File: src/rtl/alkc_pkg.sv
`default_nettype none
package alkc_pkg;

    localparam int KEY_W   = 64;
    localparam int LEN_W   = 32;
    localparam int FUNC_W  = 2;
    localparam int LFSR_W  = 16;
    localparam int CFG_W   = 32;
    localparam int ROW_W   = KEY_W + LEN_W;

    // operation codes
    localparam logic [FUNC_W-1:0] FUNC_LOOKUP = 2'd0;
    localparam logic [FUNC_W-1:0] FUNC_ADD    = 2'd1;
    localparam logic [FUNC_W-1:0] FUNC_UPDATE = 2'd2;
    localparam logic [FUNC_W-1:0] FUNC_DELETE = 2'd3;

    // register indexes
    localparam logic CFG_ENABLE     = 1'b0;
    localparam logic CFG_MIN_LENGTH = 1'b1;

    localparam logic [LFSR_W-1:0] LFSR_RESET       = 16'hACE1;
    localparam logic [LEN_W-1:0]  MIN_LENGTH_RESET = 32'd100;

    typedef struct packed {
        logic [FUNC_W-1:0]       func;
        logic [KEY_W-1:0]        key;
        logic [LEN_W-1:0]        length;
        logic signed [LEN_W-1:0] delta;
    } req_t;

    typedef struct packed {
        logic             hit;
        logic [LEN_W-1:0] found_length;
    } rsp_t;

endpackage
`default_nettype wire

File: src/rtl/alkc_ram.sv
`default_nettype none
module alkc_ram #(
    parameter int WIDTH = 8,
    parameter int DEPTH = 16
) (
    input  wire logic                     clk,
    input  wire logic                     we,
    input  wire logic [$clog2(DEPTH)-1:0] waddr,
    input  wire logic [WIDTH-1:0]         wdata,
    input  wire logic [$clog2(DEPTH)-1:0] raddr,
    output logic      [WIDTH-1:0]         rdata
);

    logic [WIDTH-1:0] mem [DEPTH];

    // one write port, registered read port
    always_ff @(posedge clk)
    begin
        if (we)
        begin
            mem[waddr] <= wdata;
        end
        rdata <= mem[raddr];
    end

endmodule
`default_nettype wire

File: src/rtl/address_keyed_length_cache.sv
// channel   | ports                          | handshake
// ----------+--------------------------------+----------------------------------
// request   | start, busy, req (req_t)       | taken when start && !busy
// result    | done, rsp (rsp_t)              | done high one cycle, no stall
// config    | wr_en, wr_index, wr_data       | written when wr_en high
//
// every request scans the table one entry per cycle through the ram read port:
// busy stays high through the scan, the last compare and the action state, done follows in the next cycle
// an add that would insert but finds neither its key nor an empty slot reduces the lfsr
// modulo ENTRIES: reciprocal multiply, subtract, one correcting subtract
// reset clears the per-entry valid bits at once, so no clearing pass is run
// the receiver cannot stall: each result is shown for exactly one cycle
`default_nettype none
module address_keyed_length_cache
    import alkc_pkg::*;
#(
    parameter int ENTRIES = 16
) (
    input  wire logic             clk,
    input  wire logic             rst_n,
    input  wire logic             start,
    output logic                  busy,
    input  wire req_t             req,
    output logic                  done,
    output rsp_t                  rsp,
    input  wire logic             wr_en,
    input  wire logic             wr_index,
    input  wire logic [CFG_W-1:0] wr_data
);

    localparam int IDX_W   = $clog2(ENTRIES);
    localparam int RECIP_W = 32;
    localparam logic [IDX_W-1:0]   LAST_IDX = IDX_W'(ENTRIES - 1);
    localparam logic [LFSR_W-1:0]  ENT_L    = LFSR_W'(ENTRIES);
    localparam logic [RECIP_W-1:0] RECIP    = RECIP_W'((64'd1 << RECIP_W) / ENTRIES);

    localparam logic [2:0] ST_IDLE = 3'd0;
    localparam logic [2:0] ST_SCAN = 3'd1;
    localparam logic [2:0] ST_LAST = 3'd2;
    localparam logic [2:0] ST_DIV  = 3'd3;
    localparam logic [2:0] ST_ACT  = 3'd4;
    localparam logic [2:0] ST_SUB  = 3'd5;
    localparam logic [2:0] ST_FIX  = 3'd6;

    logic [2:0]         state_reg,     state_next;
    logic [IDX_W-1:0]   rd_idx_reg,    rd_idx_next;
    logic               cmp_on_reg,    cmp_on_next;
    logic [IDX_W-1:0]   cmp_idx_reg,   cmp_idx_next;
    logic               vbit_reg,      vbit_next;
    logic               found_reg,     found_next;
    logic [IDX_W-1:0]   match_idx_reg, match_idx_next;
    logic [LEN_W-1:0]   match_len_reg, match_len_next;
    logic               empty_ok_reg,  empty_ok_next;
    logic [IDX_W-1:0]   empty_idx_reg, empty_idx_next;
    logic [LFSR_W-1:0]  lfsr_reg,      lfsr_next;
    logic [LFSR_W-1:0]  quot_reg,      quot_next;
    logic [LFSR_W-1:0]  rem_reg,       rem_next;
    req_t               cmd_reg,       cmd_next;
    logic               enable_reg,    enable_next;
    logic [LEN_W-1:0]   min_len_reg,   min_len_next;
    logic               done_reg,      done_next;
    rsp_t               rsp_reg,       rsp_next;
    logic [ENTRIES-1:0] valid_reg,     valid_next;

    logic                      ram_we;
    logic [IDX_W-1:0]          ram_waddr;
    logic [ROW_W-1:0]          ram_wdata;
    logic [ROW_W-1:0]          ram_rdata;
    logic [KEY_W-1:0]          row_key;
    logic [LEN_W-1:0]          row_len;
    logic                      hit_now;
    logic                      empty_now;
    logic                      key_nz;
    logic                      need_victim;
    logic [LFSR_W+RECIP_W-1:0] recip_prod;
    logic [LFSR_W-1:0]         lfsr_step;
    logic [IDX_W-1:0]          ins_idx;

    alkc_ram #(
        .WIDTH (ROW_W),
        .DEPTH (ENTRIES)
    ) u_ram (
        .clk   (clk),
        .we    (ram_we),
        .waddr (ram_waddr),
        .wdata (ram_wdata),
        .raddr (rd_idx_reg),
        .rdata (ram_rdata)
    );

    assign row_key = ram_rdata[ROW_W-1 -: KEY_W];
    assign row_len = ram_rdata[LEN_W-1:0];
    assign key_nz  = (cmd_reg.key != '0);

    // compare of the row read in the previous cycle
    assign hit_now   = cmp_on_reg && vbit_reg && (row_key == cmd_reg.key);
    assign empty_now = cmp_on_reg && (!vbit_reg || (row_key == '0));

    // fibonacci lfsr, taps 16 14 13 11
    assign lfsr_step = {lfsr_reg[0] ^ lfsr_reg[2] ^ lfsr_reg[3] ^ lfsr_reg[5],
                        lfsr_reg[LFSR_W-1:1]};

    // quotient estimate by reciprocal, low by at most one
    assign recip_prod = lfsr_reg * RECIP;

    assign ins_idx = empty_ok_reg ? empty_idx_reg : rem_reg[IDX_W-1:0];

    always_comb
    begin
        state_next     = state_reg;
        rd_idx_next    = rd_idx_reg;
        cmp_on_next    = 1'b0;
        cmp_idx_next   = rd_idx_reg;
        vbit_next      = valid_reg[rd_idx_reg];
        found_next     = found_reg | hit_now;
        match_idx_next = (!found_reg && hit_now) ? cmp_idx_reg : match_idx_reg;
        match_len_next = (!found_reg && hit_now) ? row_len : match_len_reg;
        empty_ok_next  = empty_ok_reg | empty_now;
        empty_idx_next = empty_now ? cmp_idx_reg : empty_idx_reg;
        lfsr_next      = lfsr_reg;
        quot_next      = quot_reg;
        rem_next       = rem_reg;
        cmd_next       = cmd_reg;
        enable_next    = enable_reg;
        min_len_next   = min_len_reg;
        done_next      = 1'b0;
        rsp_next       = rsp_reg;
        valid_next     = valid_reg;
        ram_we         = 1'b0;
        ram_waddr      = match_idx_reg;
        ram_wdata      = {cmd_reg.key, cmd_reg.length};
        need_victim    = 1'b0;

        // configuration writes
        if (wr_en)
        begin
            unique case (wr_index)
                CFG_ENABLE:     enable_next  = wr_data[0];
                CFG_MIN_LENGTH: min_len_next = wr_data[LEN_W-1:0];
                default:        ;
            endcase
        end

        // sequencer
        unique case (state_reg)
            ST_IDLE:
            begin
                if (start)
                begin
                    cmd_next      = req;
                    rd_idx_next   = '0;
                    found_next    = 1'b0;
                    empty_ok_next = 1'b0;
                    state_next    = ST_SCAN;
                end
            end
            ST_SCAN:
            begin
                cmp_on_next = 1'b1;
                if (rd_idx_reg == LAST_IDX)
                begin
                    state_next = ST_LAST;
                end
                else
                begin
                    rd_idx_next = rd_idx_reg + 1'b1;
                end
            end
            ST_LAST:
            begin
                need_victim = key_nz && enable_reg && (cmd_reg.func == FUNC_ADD)
                              && !found_next && !empty_ok_next
                              && (cmd_reg.length > min_len_reg);
                if (need_victim)
                begin
                    lfsr_next  = lfsr_step;
                    state_next = ST_DIV;
                end
                else
                begin
                    state_next = ST_ACT;
                end
            end
            ST_DIV:
            begin
                quot_next  = recip_prod[LFSR_W+RECIP_W-1 -: LFSR_W];
                state_next = ST_SUB;
            end
            ST_SUB:
            begin
                rem_next   = lfsr_reg - quot_reg * ENT_L;
                state_next = ST_FIX;
            end
            ST_FIX:
            begin
                // estimate may leave one extra multiple of ENTRIES
                if (rem_reg >= ENT_L)
                begin
                    rem_next = rem_reg - ENT_L;
                end
                state_next = ST_ACT;
            end
            ST_ACT:
            begin
                done_next             = 1'b1;
                rsp_next.hit          = 1'b0;
                rsp_next.found_length = '0;
                state_next            = ST_IDLE;
                if (key_nz)
                begin
                    unique case (cmd_reg.func)
                        FUNC_LOOKUP:
                        begin
                            if (enable_reg && found_reg)
                            begin
                                rsp_next.hit          = 1'b1;
                                rsp_next.found_length = match_len_reg;
                            end
                        end
                        FUNC_ADD:
                        begin
                            if (enable_reg && found_reg)
                            begin
                                rsp_next.hit = 1'b1;
                                if (cmd_reg.length < min_len_reg)
                                begin
                                    valid_next[match_idx_reg] = 1'b0;
                                end
                                else
                                begin
                                    ram_we = 1'b1;
                                end
                            end
                            else if (enable_reg && (cmd_reg.length > min_len_reg))
                            begin
                                ram_we              = 1'b1;
                                ram_waddr           = ins_idx;
                                valid_next[ins_idx] = 1'b1;
                            end
                        end
                        FUNC_UPDATE:
                        begin
                            if (found_reg)
                            begin
                                rsp_next.hit = 1'b1;
                                ram_we       = 1'b1;
                                ram_wdata    = {cmd_reg.key, match_len_reg + cmd_reg.delta};
                            end
                        end
                        FUNC_DELETE:
                        begin
                            // an emptied slot's length is never observed again
                            if (found_reg)
                            begin
                                rsp_next.hit              = 1'b1;
                                valid_next[match_idx_reg] = 1'b0;
                            end
                        end
                        default: ;
                    endcase
                end
            end
            default:
            begin
                state_next = ST_IDLE;
            end
        endcase
    end

    // control state
    always_ff @(posedge clk or negedge rst_n)
    begin
        if (!rst_n)
        begin
            state_reg   <= ST_IDLE;
            cmp_on_reg  <= 1'b0;
            found_reg   <= 1'b0;
            empty_ok_reg <= 1'b0;
            lfsr_reg    <= LFSR_RESET;
            enable_reg  <= 1'b1;
            min_len_reg <= MIN_LENGTH_RESET;
            done_reg    <= 1'b0;
            valid_reg   <= '0;
        end
        else
        begin
            state_reg   <= state_next;
            cmp_on_reg  <= cmp_on_next;
            found_reg   <= found_next;
            empty_ok_reg <= empty_ok_next;
            lfsr_reg    <= lfsr_next;
            enable_reg  <= enable_next;
            min_len_reg <= min_len_next;
            done_reg    <= done_next;
            valid_reg   <= valid_next;
        end
    end

    // datapath registers
    always_ff @(posedge clk)
    begin
        rd_idx_reg    <= rd_idx_next;
        cmp_idx_reg   <= cmp_idx_next;
        vbit_reg      <= vbit_next;
        match_idx_reg <= match_idx_next;
        match_len_reg <= match_len_next;
        empty_idx_reg <= empty_idx_next;
        quot_reg      <= quot_next;
        rem_reg       <= rem_next;
        cmd_reg       <= cmd_next;
        rsp_reg       <= rsp_next;
    end

    assign busy = (state_reg != ST_IDLE);
    assign done = done_reg;
    assign rsp  = rsp_reg;

    // checks
    a_done_after_act: assert property (@(posedge clk) disable iff (!rst_n)
        done |-> $past(state_reg == ST_ACT))
        else $error("result strobe without a finished request");

    a_start_busy: assert property (@(posedge clk) disable iff (!rst_n)
        start && !busy |=> busy)
        else $error("accepted request did not raise busy");

    a_zero_key_miss: assert property (@(posedge clk) disable iff (!rst_n)
        done && (cmd_reg.key == '0) |-> !rsp.hit)
        else $error("hit reported for key zero");

    a_len_lookup_only: assert property (@(posedge clk) disable iff (!rst_n)
        done && (cmd_reg.func != FUNC_LOOKUP) |-> (rsp.found_length == '0))
        else $error("length reported for a non-lookup request");

endmodule
`default_nettype wire
File: config.mk
export PLATFORM = sky130hd
export DESIGN_NAME = address_keyed_length_cache
export DESIGN_NICKNAME = d
export VERILOG_FILES = /design/src/rtl/alkc_pkg.sv /design/src/rtl/alkc_ram.sv /design/src/rtl/address_keyed_length_cache.sv
export SDC_FILE = /design/constraint.sdc
export NUM_CORES = 2
export LEC_CHECK = 0
export BUFFER_PORTS_ARGS = -buffer_cell sky130_fd_sc_hd__buf_2
export CORE_MARGIN = 8
export CORE_UTILIZATION = 56
export DETAILED_ROUTE_END_ITERATION = 16
export PLACE_DENSITY = 0.88
export SETUP_SLACK_MARGIN = 0.2
export SLEW_MARGIN = 20
export SYNTH_ARGS = -nofsm -noshare
export SYNTH_HDL_FRONTEND = slang
export SYNTH_SLANG_ARGS = --single-unit
File: constraint.sdc
create_clock -name clk -period 8.7 [get_ports clk]
set_input_delay 0.87 -clock clk [delete_from_list [all_inputs] [get_ports clk]]
set_output_delay 0.87 -clock clk [all_outputs]
set_load 0.02 [all_outputs]
# Word level (Yosys, flattened, before mapping)
# Memory sizes are Yosys's and may differ from the RTL's. A register that Yosys moved wholly into a read port is not among the register bits.
# Index checks and enable logic that the tools add are counted.
classes:
  add_sub_neg: 4
  order_cmp: 8
  n_eq_ne: 18
  muxes: 48
  n_bitwise: 9
  reduce_logical: 36
ops:
  columns: ["operator", "count"]
  rows:
  - ["$mux W32", 4]
  - ["$mux W16", 5]
  - ["$eq A64 B64 Y1", 1]
  - ["$logic_not A64 Y1", 1]
  - ["$pmux W16 S2", 2]
  - ["$reduce_bool A64 Y1", 1]
  - ["$mux W33", 1]
  - ["$add A32 B32 Y32", 1]
  - ["$gt A32 B32 Y1", 1]
  - ["$lt A32 B32 Y1", 1]
  - ["$mux W4", 8]
  - ["$mux W1", 18]
  - ["$pmux W3 S6", 1]
  - ["$and A16 B16 Y16", 1]
  - ["$ge A16 B5 Y1 const B", 1]
  - ["$not A16 Y16", 1]
  - ["$or A16 B16 Y16", 1]
  - ["$sub A16 B16 Y16", 1]
  - ["$sub A16 B5 Y16 const B", 1]
  - ["$lt A4 B5 Y1 const B", 3]
  - ["$logic_and A1 B1 Y1", 13]
  - ["$reduce_and A2 Y1", 6]
  - ["$ne A2 B2 Y1 const B", 5]
  - ["$eq A3 B3 Y1 const B", 3]
  - ["other kinds (27)", 42]
totals:
  reg_bits: 312
  mem_bits_rw: 1536
  in_bits: 167
  output_inout_bits: 35
  word_cells: 147
  memories: 1
mem_list:
  columns: ["memory", "depth", "width", "rd", "rd_ports_with_merged_regs", "write_ports", "line", "source"]
  rows:
  - ["u_ram.mem", 16, 96, 1, 1, 1, "alkc_ram.sv:14", "logic [WIDTH-1:0] mem [DEPTH];"]

# Longest topological paths before layout
depth:
  ltp_word: 9
  mapped_depth: 13
  ltp_nobuf: 12

# Modules after synthesis
# Synthesis repeated with hierarchy kept, for this count alone.
hier_totals:
  cells_unflattened: 3582
  area_unflattened_um2: 73434.2
by_module_without_submodules:
  columns: ["module", "instances", "cells_per_inst", "area_per_inst_um2", "seq_area_each_um2"]
  rows:
  - ["alkc_ram", 1, 2460, 59355.7, 48046.1]
  - ["address_keyed_length_cache", 1, 1122, 14078.5, 8252.9]

# Least setup slack after synthesis
# Ideal clock, no wire load.
synth_path:
  path_type: "register to register"
  start: "register state_reg[0]"
  end: "memory u_ram.mem[15][0] (netlist name), enable pin"
  setup_time_ns: 0.582
  t_arrival_ns: 8.817
  required_time_ns: 8.118
  path_slack_ns: -0.699
  stages_incl_launch_ff: 8
  n_path_buf: 2
  synth_period_minus_slack_ns: 9.399
  cell_sequence: "dfrtp_1 > buf_2 > nor3b_1 > nor2b_1 > nand3_1 > clkbuf_1 > or3_1 > a21oi_1"
synth_via:
  elab_chain_len: 4
  elab_cells_between_ends: 5
  cone_classes: "eq/ne (1); mux (4)"
synth_lines:
  columns: ["element", "line", "source"]
  rows:
  - ["start: declaration", "address_keyed_length_cache.sv:45", "logic [2:0] state_reg, state_next;"]
  - ["start signal: assignment", "address_keyed_length_cache.sv:287", "state_reg <= state_next;"]
  - ["$eq A3 B3 Y1 (*)", "address_keyed_length_cache.sv:145", "unique case (state_reg)"]
  - ["$mux W1", "address_keyed_length_cache.sv:145", null]
  - ["$mux W1", "alkc_ram.sv:19", "if (we)"]
  - ["$mux W1 (not written as such)", "alkc_ram.sv:21", "mem[waddr] <= wdata;"]
  - ["end: declaration", "alkc_ram.sv:14", null]
# Mark *: on every way between the ends. The rest lies on a longest branch, timed or not.

# Worst setup path in the final report
layout_path:
  start: "register cmd_reg[119] (netlist name)"
  end: "memory u_ram.mem[3][0] (netlist name), enable pin"
layout_via:
  elab_chain_len: 5
  elab_cells_between_ends: 7
  cone_classes: "mux (6); reduce/logical (1)"
layout_lines:
  columns: ["element", "line", "source"]
  rows:
  - ["start: declaration", "address_keyed_length_cache.sv:58", "req_t cmd_reg, cmd_next;"]
  - ["start signal: assignment", "address_keyed_length_cache.sv:310", "cmd_reg <= cmd_next;"]
  - ["$reduce_bool A64 Y1 (*)", "address_keyed_length_cache.sv:93", "assign key_nz = (cmd_reg.key != '0);"]
  - ["$mux W1", "address_keyed_length_cache.sv:209", "if (key_nz)"]
  - ["$mux W1", "address_keyed_length_cache.sv:145", null]
  - ["$mux W1", "alkc_ram.sv:19", null]
  - ["$mux W1 (not written as such)", "alkc_ram.sv:21", null]
# Marked as above.

==> impl_metrics.py <==
metrics = {
    "cts": {
        "clock_latency_ps": 820,
        "postCtsResizedCells": 0,
        "cts.sinks": 1920,
        "h-tree-depth": 4,
        "cts_setup_buffers": 0,
        "cts-buffers-inserted": 176,
        "root_buffer": "clkbuf_16",
        "cts.clk_slew.worst_paths_ps": 70,
        "clockBufferDepth": 3,
        "cts_tree": "done",
    },
    "synth": {
        "synth.cell_area_um2": 73400,
        "ys_ff_latch": 1920,
        "synth_top_area_cell": "edfxtp_1",
        "netlist_instances": 3339,
        "synth.area.top_cells": "edfxtp_1 (72%), mux4_2 (15%), dfxtp_1 (2.8%), dfrtp_1 (2.0%), ha_1 (1.2%)",
        "synth_edf_count": 1747,
        "yosysWarningCount": 0,
        "synth_nets": 3576,
        "syn_area_per_cell_um2": 22.0,
        "ys_seq_area_frac": 0.767,
        "yosys_most_used_dff": "edfxtp_1",
        "synth_top_area_share": 0.715,
        "synth.distinct_cells": 67,
        "synthArstFlopShare": 0.0375,
    },
    "timing": {
        "max_freq_ghz": 0.158,
        "worst_slew_pin_slew_ps": 1220,
        "max_slew_margin": 0.179,
        "drv_slew": 0,
        "layout_setup_ws_ps": 2380,
        "fin_crit_sh": 0.726,
        "setup_tns_ps": 0,
        "setup_violations": 0,
        "finalHoldViolCount": 0,
        "fin_crit_ps": 6320,
        "finalClockSkew_ps": 57.4,
        "rsz0062_at_grt": "false",
        "fin_hold_ws_ps": 229,
    },
    "finish": {
        "drive_gt1_frac": 0.296,
        "fill_cells": 7958,
        "layout.nets": 3887,
        "syn2layout_area_growth_pct": 12.9,
        "largest_register_ffs": 1536,
    },
    "die": {
        "rows": 133,
        "die_x_um": 378,
        "dieHeight_um": 378,
        "die-area_um2": 143000,
        "start_util": 0.561,
        "placeableCoreArea_um2": 131000,
        "ios": 202,
    },
    "global_route": {
        "grt_max_degree": 151,
        "antenna_found_initial": 21,
        "track_usage": 0.270,
        "grt_pass1_vias": 38511,
        "overflow": 0,
        "grt_pass1_wl_mm": 277,
    },
    "critical_path": {
        "path_common_cell": "nand3_1",
        "crit_path_end": "u_ram.mem[3][0]",
        "cp.required_ps": 9090,
        "endpoint_kind": "flip-flop",
        "worst-setup-path-type": "flip-flop to flip-flop",
        "r2r_end": "u_ram.mem[3][0]",
        "critPathArrivalTime_ps": 6710,
        "path_max_fanout": 39,
        "r2r-start": "cmd_reg[119]",
        "worst_r2r_path_depth": 8,
        "cp_slowest_cell": "nor4_1",
        "ff2ff_setup_slack_ps": 2380,
        "crit_path_start_kind": "flip-flop",
        "cp_cell_sequence": "nor4_1, nand4_1, nor4_4, nor2b_1, nand3_1, nand3_1, a21oi_4, buf_4",
        "startpoint": "cmd_reg[119]",
        "max_stage_delay_ps": 1000,
    },
    "detailed_routing": {
        "vias": 38153,
        "post-route-drc-count": 0,
        "drt_wl_total_mm": 195,
        "dr.pass1.iters": 7,
        "avgViaCountPerCell": 6.85,
        "wl_per_cell_um": 35.1,
        "ant_nets": 0,
        "drt_iter0_markers": 5744,
    },
    "status": {
        "outcome": "finished, final reports clean",
    },
    "placed_design": {
        "place_ws_ps": 2560,
        "routabilityCongestion": 0.891,
        "dp_hpwl_mm": 100,
        "io_buffers": 201,
    },
    "run": {
        "maxCapViolCount": 0,
    },
    "power_and_ir_drop": {
        "power_density_nw_per_um2": 305,
        "power.leakage_nw": 26.9,
        "vdd_ir_drop_max_v": 0.000301,
    },
    "min_path": {
        "hold_path_class": "input port to flip-flop",
    },
}
cell type report:
class                           count  area [µm²]  share of cell area
Sequential cell                  1920       56300               0.679
Inverter                           71         267             0.00322
Antenna cell                       11        27.5            0.000332
Multi-Input combinational cell   1206       16500               0.199
Timing Repair Buffer              275        1840              0.0222
Tap cell                         1755        2200              0.0265
Clock buffer                      236        4800              0.0579
Clock inverter                     92         938              0.0113
synthesized netlist by cell type, drive strengths merged (4+ instances only):
cell,instances
a31oi,4
mux2,50
o211ai,5
ha,69
o21a,6
nand4,41
xor2,31
nor2b,12
mux4,485
nor2,33
edfxtp,1747
nor4,41
a21o,19
dfrtp,60
nand2,52
and2,41
o2bb2ai,16
buf,32
a21oi,49
dfstp,12
nand3,24
clkbuf,110
or3,19
and3,6
o22ai,6
o31ai,4
a211o,4
a22o,6
or2,5
nor3,7
xnor2,46
a211oi,7
and4,4
dfxtp,101
inv,71
o221ai,5
o21ai,49
nand2b,20
power by group:
group / internal (mW) / switching (mW)
logic: 2.73 / 3.11
clock network: 4.27 / 3.50
registers: 11.0 / 0.697
worst min-delay path by stage:
stage                          from                end  slack [ps]  cells past startpoint
floorplan           cmp_idx_next[2]     cmp_idx_reg[2]         350                      0
global placement    u_ram.rdata[17]  match_len_reg[17]         390                      0
global route                req[99]        cmd_reg[99]         210                      1
detailed placement  u_ram.rdata[26]  match_len_reg[26]         390                      0
CTS                        req[107]       cmd_reg[107]         170                      1
finish                     req[107]       cmd_reg[107]         230                      1
worst max-delay path, delay by kind of cell, from the launching register on:
| kind | cells | cell delay, ps |
|---|---|---|
| and+or+nand+nor | 6 | 3410 |
| AOI/OAI and AO/OA | 1 | 950 |
| buffers and inverters | 1 | 800 |
| DFF | 1 | 670 |
cells in the final DEF, fill, tap and decap left out, types with 41 or more instances in the layout:
cell,n
dfxtp_1,101
xnor2_1,46
mux4_2,485
ha_1,69
o21ai_0,43
buf_4,54
nand2_1,52
inv_1,71
buf_2,200
clkbuf_1,43
edfxtp_1,1747
and2_1,41
clkbuf_16,176
mux2_2,41
nand4_1,41
dfrtp_1,60
metal layers:
metal	track usage	vias up	wire [µm]
met5	0	-	104
met4	0.118	16	9810
met3	0.0628	641	22600
met2	0.445	3329	95600
met1	0.348	19588	67000
li1	-	14579	-
stage by stage:
| stage | cells | cell area, µm² | power [mW] | utilization |
|---|---|---|---|---|
| finish | 5566 | 82900 | 25.3 | 0.633 |
| global route | 5557 | 82800 | 26.0 | 0.633 |
| CTS | 5552 | 82700 | 25.3 | 0.632 |
| detailed placement | 5223 | 77000 | 17.4 | 0.588 |
| global placement | 5222 | 76900 | 17.1 | 0.588 |
| floorplan | 3339 | 73400 | 15.6 | - |
cell families (layout without fill, tap and decap cells):
logic type	count (synthesis)	after routing	synth area share
AO/OA/AOI/OAI	213	213	0.0194
XOR/XNOR	77	77	0.00919
adder cells (fa/ha/maj)	70	70	0.0120
buffers and inverters	213	674	0.0115
flip-flops	1920	1920	0.767
multiplexers	535	535	0.157
other	0	11	0
AND/OR/NAND/NOR	311	311	0.0235
what timing repair did:
item,CTS,global route
endpoints found under the hold margin,16,0
setup endpoints to repair,0,0
hold buffers,1,0
Note: power is estimated with default switching activity, not from simulation.
